File: config.mk
export PLATFORM = sky130hd
export DESIGN_NAME = backface_cull_meta_tracker_unit
export DESIGN_NICKNAME = d
export VERILOG_FILES = /design/src/sv/bfcmt_pkg.sv /design/src/sv/bfcmt_in_reg.sv /design/src/sv/bfcmt_core.sv /design/src/sv/bfcmt_out_reg.sv /design/src/sv/backface_cull_meta_tracker_unit.sv
export SDC_FILE = /design/constraint.sdc
export NUM_CORES = 1
export LEC_CHECK = 0
export BUFFER_PORTS_ARGS = -buffer_cell sky130_fd_sc_hd__buf_4
export CAP_MARGIN = 20
export CORE_AREA = 2 2 55 57
export CTS_CLUSTER_DIAMETER = 120
export DETAILED_ROUTE_END_ITERATION = 7
export DIE_AREA = 0 0 57 59
export MAX_ROUTING_LAYER = met4
export PLACE_DENSITY_LB_ADDON = 0.1
export SETUP_SLACK_MARGIN = 0.05
export SLEW_MARGIN = 20
export SYNTH_ARGS = -nofsm -noshare
export SYNTH_HDL_FRONTEND = slang
export SYNTH_SLANG_ARGS = --single-unit
export TNS_END_PERCENT = 1
File: constraint.sdc
create_clock -name aclk -period 2.2 [get_ports aclk]
set_input_delay 0.22 -clock aclk [delete_from_list [all_inputs] [get_ports aclk]]
set_output_delay 0.22 -clock aclk [all_outputs]
set_load 0.05 [all_outputs]
File: src/sv/bfcmt_pkg.sv
// Types and constants for the back-face-culling meta tracker.
// No dependencies; imported by every module of the block.
package bfcmt_pkg;

    typedef enum logic [2:0] {
        ACT_META      = 3'd0,
        ACT_SUBFILE   = 3'd1,
        ACT_DRAW      = 3'd2,
        ACT_OTHER     = 3'd3,
        ACT_NEW_MODEL = 3'd4
    } action_t;

    typedef enum logic [1:0] {
        MODE_UNKNOWN = 2'd0,
        MODE_ON      = 2'd1,
        MODE_OFF     = 2'd2
    } mode_t;

    localparam int unsigned DIAG_W = 10;

    localparam int unsigned DG_INV_UNUSED    = 0;
    localparam int unsigned DG_LATE_NOCERT   = 1;
    localparam int unsigned DG_LATE_FIRST    = 2;
    localparam int unsigned DG_CERT_REPEAT   = 3;
    localparam int unsigned DG_CERT_AFTER_NO = 4;
    localparam int unsigned DG_NO_AFTER_CERT = 5;
    localparam int unsigned DG_NO_REPEAT     = 6;
    localparam int unsigned DG_CLIP_CONFLICT = 7;
    localparam int unsigned DG_WIND_CONFLICT = 8;
    localparam int unsigned DG_META_AFTER_NO = 9;

    localparam int unsigned IN_ITEM_W  = 10;
    localparam int unsigned OUT_ITEM_W = 15;

    typedef struct packed {
        logic    has_invertnext;
        logic    has_ccw;
        logic    has_cw;
        logic    has_noclip;
        logic    has_clip;
        logic    has_nocertify;
        logic    has_certify;
        action_t action;
    } in_item_t;

    typedef struct packed {
        logic [DIAG_W-1:0] diag_mask;
        logic              invert_out;
        logic              ccw_out;
        logic              clip_out;
        mode_t             mode_out;
    } out_item_t;

    typedef struct packed {
        mode_t mode;
        logic  clip_on;
        logic  winding_ccw;
        logic  invert_pending;
        logic  drawing_started;
    } track_state_t;

    localparam track_state_t TRACK_RESET = '{
        mode:            MODE_UNKNOWN,
        clip_on:         1'b0,
        winding_ccw:     1'b1,
        invert_pending:  1'b0,
        drawing_started: 1'b0
    };

    // handoff between the input register and the tracker core
    typedef struct packed {
        logic valid;
        logic advance;
    } stage_ctl_t;

endpackage

File: src/sv/bfcmt_in_reg.sv
// Input register stage of the culling tracker.
// Depends on bfcmt_pkg.
module bfcmt_in_reg
    import bfcmt_pkg::*;
(
    input  logic       aclk,
    input  logic       aresetn,
    input  logic       s_valid,
    output logic       s_ready,
    input  in_item_t   s_item,
    input  logic       advance,
    output stage_ctl_t ctl,
    output in_item_t   item
);

    logic     valid_reg, valid_next;
    in_item_t item_reg, item_next;

    always_comb begin
        s_ready    = !valid_reg || advance;
        valid_next = valid_reg;
        item_next  = item_reg;
        if (s_ready) begin
            valid_next = s_valid;
            if (s_valid) begin
                item_next = s_item;
            end
        end
    end

    always_ff @(posedge aclk) begin
        if (!aresetn) begin
            valid_reg <= 1'b0;
        end else begin
            valid_reg <= valid_next;
        end
        item_reg <= item_next;
    end

    assign ctl.valid   = valid_reg;
    assign ctl.advance = advance;
    assign item        = item_reg;

endmodule

File: src/sv/bfcmt_core.sv
// Culling state registers and per-line update logic.
// Depends on bfcmt_pkg.
module bfcmt_core
    import bfcmt_pkg::*;
(
    input  logic       aclk,
    input  logic       aresetn,
    input  stage_ctl_t ctl,
    input  in_item_t   item,
    output out_item_t  result
);

    track_state_t st_reg, st_next;

    always_comb begin
        track_state_t      s;
        logic [DIAG_W-1:0] d;
        logic              any_kw;

        s      = st_reg;
        d      = '0;
        any_kw = 1'b0;

        result.mode_out   = st_reg.mode;
        result.clip_out   = st_reg.clip_on;
        result.ccw_out    = st_reg.winding_ccw;
        result.invert_out = st_reg.invert_pending;

        case (item.action)
            ACT_SUBFILE, ACT_DRAW: begin
                s.drawing_started = 1'b1;
                if (st_reg.invert_pending) begin
                    if (item.action == ACT_DRAW) begin
                        d[DG_INV_UNUSED] = 1'b1;
                    end
                    s.invert_pending = 1'b0;
                end
            end
            ACT_META: begin
                if (s.invert_pending) begin
                    d[DG_INV_UNUSED] = 1'b1;
                    s.invert_pending = 1'b0;
                end
                if (s.mode == MODE_UNKNOWN) begin
                    if (item.has_nocertify) begin
                        s.mode = MODE_OFF;
                        d[DG_LATE_NOCERT] = s.drawing_started;
                    end else if (s.drawing_started) begin
                        s.mode = MODE_OFF;
                        d[DG_LATE_FIRST] = 1'b1;
                    end else begin
                        s.mode    = MODE_ON;
                        s.clip_on = 1'b1;
                    end
                end else begin
                    if (item.has_certify) begin
                        if (s.mode == MODE_ON) begin
                            d[DG_CERT_REPEAT] = 1'b1;
                        end else begin
                            d[DG_CERT_AFTER_NO] = 1'b1;
                        end
                    end
                    if (item.has_nocertify) begin
                        if (s.mode == MODE_ON) begin
                            d[DG_NO_AFTER_CERT] = 1'b1;
                        end else begin
                            d[DG_NO_REPEAT] = 1'b1;
                        end
                    end
                end
                any_kw = item.has_clip || item.has_noclip || item.has_cw
                      || item.has_ccw || item.has_invertnext;
                if (s.mode == MODE_ON) begin
                    if (item.has_clip) begin
                        if (item.has_noclip) begin
                            d[DG_CLIP_CONFLICT] = 1'b1;
                        end else begin
                            s.clip_on = 1'b1;
                        end
                    end else if (item.has_noclip) begin
                        s.clip_on = 1'b0;
                    end
                    if (item.has_ccw) begin
                        if (item.has_cw) begin
                            d[DG_WIND_CONFLICT] = 1'b1;
                        end else begin
                            s.winding_ccw = 1'b1;
                        end
                    end else if (item.has_cw) begin
                        s.winding_ccw = 1'b0;
                    end
                    if (item.has_invertnext) begin
                        s.invert_pending = 1'b1;
                    end
                end else if (any_kw) begin
                    d[DG_META_AFTER_NO] = 1'b1;
                end
                result.mode_out   = s.mode;
                result.clip_out   = s.clip_on;
                result.ccw_out    = s.winding_ccw;
                result.invert_out = s.invert_pending;
            end
            ACT_NEW_MODEL: begin
                s                 = TRACK_RESET;
                result.mode_out   = TRACK_RESET.mode;
                result.clip_out   = TRACK_RESET.clip_on;
                result.ccw_out    = TRACK_RESET.winding_ccw;
                result.invert_out = TRACK_RESET.invert_pending;
            end
            default: begin
                s = st_reg;
            end
        endcase

        result.diag_mask = d;
        st_next          = s;
    end

    always_ff @(posedge aclk) begin
        if (!aresetn) begin
            st_reg <= TRACK_RESET;
        end else if (ctl.valid && ctl.advance) begin
            st_reg <= st_next;
        end
    end

endmodule

File: src/sv/bfcmt_out_reg.sv
// Result register stage of the culling tracker.
// Depends on bfcmt_pkg.
module bfcmt_out_reg
    import bfcmt_pkg::*;
(
    input  logic      aclk,
    input  logic      aresetn,
    input  logic      in_valid,
    input  out_item_t result,
    output logic      advance,
    output logic      m_valid,
    input  logic      m_ready,
    output out_item_t m_item
);

    logic      valid_reg, valid_next;
    out_item_t item_reg, item_next;

    always_comb begin
        advance    = !valid_reg || m_ready;
        valid_next = valid_reg;
        item_next  = item_reg;
        if (advance) begin
            valid_next = in_valid;
            if (in_valid) begin
                item_next = result;
            end
        end
    end

    always_ff @(posedge aclk) begin
        if (!aresetn) begin
            valid_reg <= 1'b0;
        end else begin
            valid_reg <= valid_next;
        end
        item_reg <= item_next;
    end

    assign m_valid = valid_reg;
    assign m_item  = item_reg;

endmodule

File: src/sv/backface_cull_meta_tracker_unit.sv
// Top level of the back-face-culling meta tracker: input register, tracker core,
// result register. Depends on bfcmt_pkg, bfcmt_in_reg, bfcmt_core, bfcmt_out_reg.
//
//   channel | dir | tuser       | tdata fields (lsb first)
//   s_      | in  | action[2:0] | certify nocertify clip noclip cw ccw invertnext
//   m_      | out | -           | mode_out[1:0] clip_out ccw_out invert_out diag_mask[9:0]
//
// One transaction per cycle sustained while m_tready stays high; the result is offered
// once the line has passed through the input register and then the result register.
// Culling state updates as a line moves from the input to the result register.
// Reset (aresetn low, synchronous) empties both stages and restores the state.
// A stalled m_ side holds the result; s_tready stays high while a slot is free.
module backface_cull_meta_tracker_unit
    import bfcmt_pkg::*;
(
    input  logic        aclk,
    input  logic        aresetn,
    input  logic        s_tvalid,
    output logic        s_tready,
    input  logic [2:0]  s_tuser,   // action
    input  logic [7:0]  s_tdata,   // has_certify, has_nocertify, has_clip, has_noclip,
                                   // has_cw, has_ccw, has_invertnext
    output logic        m_tvalid,
    input  logic        m_tready,
    output logic [15:0] m_tdata    // mode_out, clip_out, ccw_out, invert_out, diag_mask
);

    stage_ctl_t ctl;
    in_item_t   item;
    out_item_t  result;
    out_item_t  m_item;
    logic       advance;

    bfcmt_in_reg u_in_reg (
        .aclk    (aclk),
        .aresetn (aresetn),
        .s_valid (s_tvalid),
        .s_ready (s_tready),
        .s_item  (in_item_t'({s_tdata[6:0], s_tuser})),
        .advance (advance),
        .ctl     (ctl),
        .item    (item)
    );

    bfcmt_core u_core (
        .aclk    (aclk),
        .aresetn (aresetn),
        .ctl     (ctl),
        .item    (item),
        .result  (result)
    );

    bfcmt_out_reg u_out_reg (
        .aclk     (aclk),
        .aresetn  (aresetn),
        .in_valid (ctl.valid),
        .result   (result),
        .advance  (advance),
        .m_valid  (m_tvalid),
        .m_ready  (m_tready),
        .m_item   (m_item)
    );

    assign m_tdata = {{(16 - OUT_ITEM_W){1'b0}}, m_item};

endmodule

==> results.txt <==
----------------------------------------------------
[Run status]
  Outcome ... completed

[Synth]
  Synth async-reset ratio ... 0%
  Area of the mapped netlist ... 1390 sq um
  Number of enable-type register cells in the synthesized netlist ... 25
  Predominant post-synthesis flop cell ... edfxtp_1
  Avg Cell Area, Syn ... 12.0 sq um
  Synthesized instance count ... 116
  Sequential element share of the synthesized area ... roughly 66%
  Netlist cell types ... 41
  Post-synthesis register bit count ... 33
  Total number of yosys warnings ... 0
  Syn_nets ... 131

[STA]
  Number of hold violations in the final report ... 0
  Aggregate negative setup slack ... 0 ns
  Slew at the pin with the worst max-slew slack ... 0.661 ns
  Fmax achieved ... roughly 0.57 GHz
  Unrepaired setup endpoints after global routing ... false
  Number of max-slew violations in the final report ... 0
  Final min period ... 1.75 ns
  Worst rel slew slack ... 55.9%
  Number of endpoints failing setup at the final stage ... 0
  Share of the clock period used by the worst path ... approximately four fifths
  Worst clock skew ... 0.00612 ns
  Hold Slack ... 0.0614 ns

[Clock network]
  Clock H-tree levels ... 2
  Insertion delay of the later-clocked pin in the worst-skew pair ... 0.33 ns
  # hold bufs at CTS ... 0
  CTS resizes ... 0
  Clock tree from TritonCTS ... yes
  Setup bufs post-CTS ... 0
  Root Buffer ... clkbuf_4
  Buffer depth of the longest clock path ... 2
  CTS buffer count ... 5
  TritonCTS Sinks ... 33
  Reg clk slew, reported paths ... 0.09 ns

[Routing]
  First-pass DRT Iterations ... 4
  Via count normalized by instance count ... 5.62
  Total number of vias ... 1012
  DRC violation count after routing ... 0
  Total Wirelength ... 2520 um
  Antenna viol nets, final ... 0
  Drt first-iter violations ... 30
  Per-cell routed wire length ... 14.0 um

[Placed design]
  Input/output buffers ... 30
  Routability cong. ... 0.812
  Detailed-placement wirelength estimate ... 1860 um

[Die]
  Number of standard-cell rows in the floorplan ... 19
  Placeable core area ... 2710 sq um
  Effective utilization at floorplan ... 51.2%
  Die height ... 59 um
  I/O pin total ... 33
  Die width ... 57 um
  Die Area ... about 3400 sq um

[Global route]
  Antenna violations before repair ... 0
  Number of global-route vias before repair ... 954
  Global route total overflow ... 0
  Total global routing track utilization ... between 10% and 20%
  Largest net degree at the start of global routing ... 18
  Wire length of the first global-routing pass ... around 4400 um

[Critical path]
  Worst EP arrival ... 2.02 ns
  CP Launch Type ... flip-flop
  Highest net fanout along the worst path ... 7
  Max incr delay on CP ... ~0.5 ns
  Worst EP required ... around 2.5 ns
  List of cells traversed by the critical path ... o21ba_2 -> or2_0 -> or4_1 -> o21ai_1
  CP delay by family, top ... simple AND/OR/NAND/NOR gates
  Buffers & Inverters on Critical Path ... 0
  Critical path start-end classification ... reg -> reg
  Crit. End Element ... flip-flop
  Worst-path cell with the longest stage delay ... or4_1

[Power and ir drop]
  Worst IR drop on VDD ... 0.543 mV
  Power density over cell area ... ~700 nW/um^2
  Leakage ... 0.657 nW

[Layout]
  Ratio of cells with drive above 1 in the final layout ... between 20% and 30%
  Most frequent standard cell in the layout excluding fill and tap cells ... buf_4
  Sequential cell area ... 911 sq um
  Flip-flop count of the largest register, all copies and words added ... 15
  Synthesis-to-finish area growth ... 21.3%
  Area of combinational cells with multiple inputs ... around 430 sq um
  Final net count ... about 160
  Layout filler cell count ... 233
  Inserted Diodes ... 0
  Most frequent cells in the layout ... 32 x buf_4, 25 x edfxtp_1, 14 x nand2_1, 8 x dfxtp_1, 7 x and3_1

[Min path]
  Class of the tightest hold or removal check ... in -> reg

[Flow run]
  Max cap viols ... 0

----------------------------------------------------
-- routing by layer --
metal	track usage, %	wire length, um	up-vias
met5	-	0	-
met4	7.31	58	0
met3	6.33	212	8
met2	27.6	1240	49
met1	22.6	1000	459
li1	-	-	496
-- cell type report --
type / count / share of cell area (%)
multi-input cells: 73 / 25.7
clock buffers: 8 / 2.90
flip-flops and latches: 33 / 54.1
repair buffers: 32 / 14.3
well taps: 31 / 2.30
inverters: 3 / 0.669
-- through the flow --
| stage | setup WS (ns) | util (%) | power (W) | std cells | cell area (sq um) |
|---|---|---|---|---|---|
| finish | 0.447 | 62.1 | 0.00117 | 180 | 1680 |
| floorplan | 0.311 | - | 0.000827 | 116 | 1390 |
| global placement | 0.506 | 60.3 | 0.000874 | 172 | 1630 |
| detailed placement | 0.459 | 60.3 | 0.000879 | 172 | 1630 |
| global route | 0.313 | 62.1 | 0.00123 | 180 | 1680 |
| CTS | 0.444 | 62.1 | 0.00118 | 180 | 1680 |
-- cells by family after synthesis --
| family | count (synthesis) | synth area share [%] |
|---|---|---|
| AND/OR/NAND/NOR | 48 | 18.5 |
| flip-flops | 33 | 65.6 |
| AO/OA/AOI/OAI | 23 | 11.8 |
| buffers and inverters | 10 | 3.16 |
| XOR/XNOR | 1 | 0.631 |
| other | 1 | 0.270 |
-- where the power goes --
group          leakage (nW)  internal (W)  total, W  switching, W
registers             0.300      0.000697  0.000719     0.0000221
logic                 0.330     0.0000519  0.000145     0.0000929
clock network        0.0265      0.000127  0.000308      0.000181
-- cells in the mapped netlist (3+ instances only) --
cell / n / share of area, %
a21oi_1: 6 / 2.2
and3_1: 7 / 3.2
clkbuf_1: 4 / 1.1
dfxtp_1: 8 / 12
edfxtp_1: 25 / 54
inv_1: 3 / 0.81
nand2_1: 14 / 3.8
nand3_1: 3 / 1.1
nor2_1: 4 / 1.1
nor2b_1: 4 / 1.8
nor4_1: 3 / 1.4
-- worst register-to-register path, cell delays in order (launching register included) --
cell      delay (ns)
edfxtp_1        0.49
o21ba_2         0.28
or2_0           0.30
or4_1           0.50
o21ai_1         0.12
-- worst paths after layout --
kind | start | end | slack, ns | cells past startpoint
max | u_in_reg.item[4] | u_core.st_reg[1] | 0.45 | 4
max reg2reg | u_in_reg.item[4] | u_core.st_reg[1] | 0.45 | 4
min | s_tdata[2] | u_in_reg.item[5] | 0.06 | 1
min reg2reg | u_core.st_reg[1] | u_core.st_reg[1] | 0.49 | 2
Note: power is estimated with default switching activity, not from simulation.
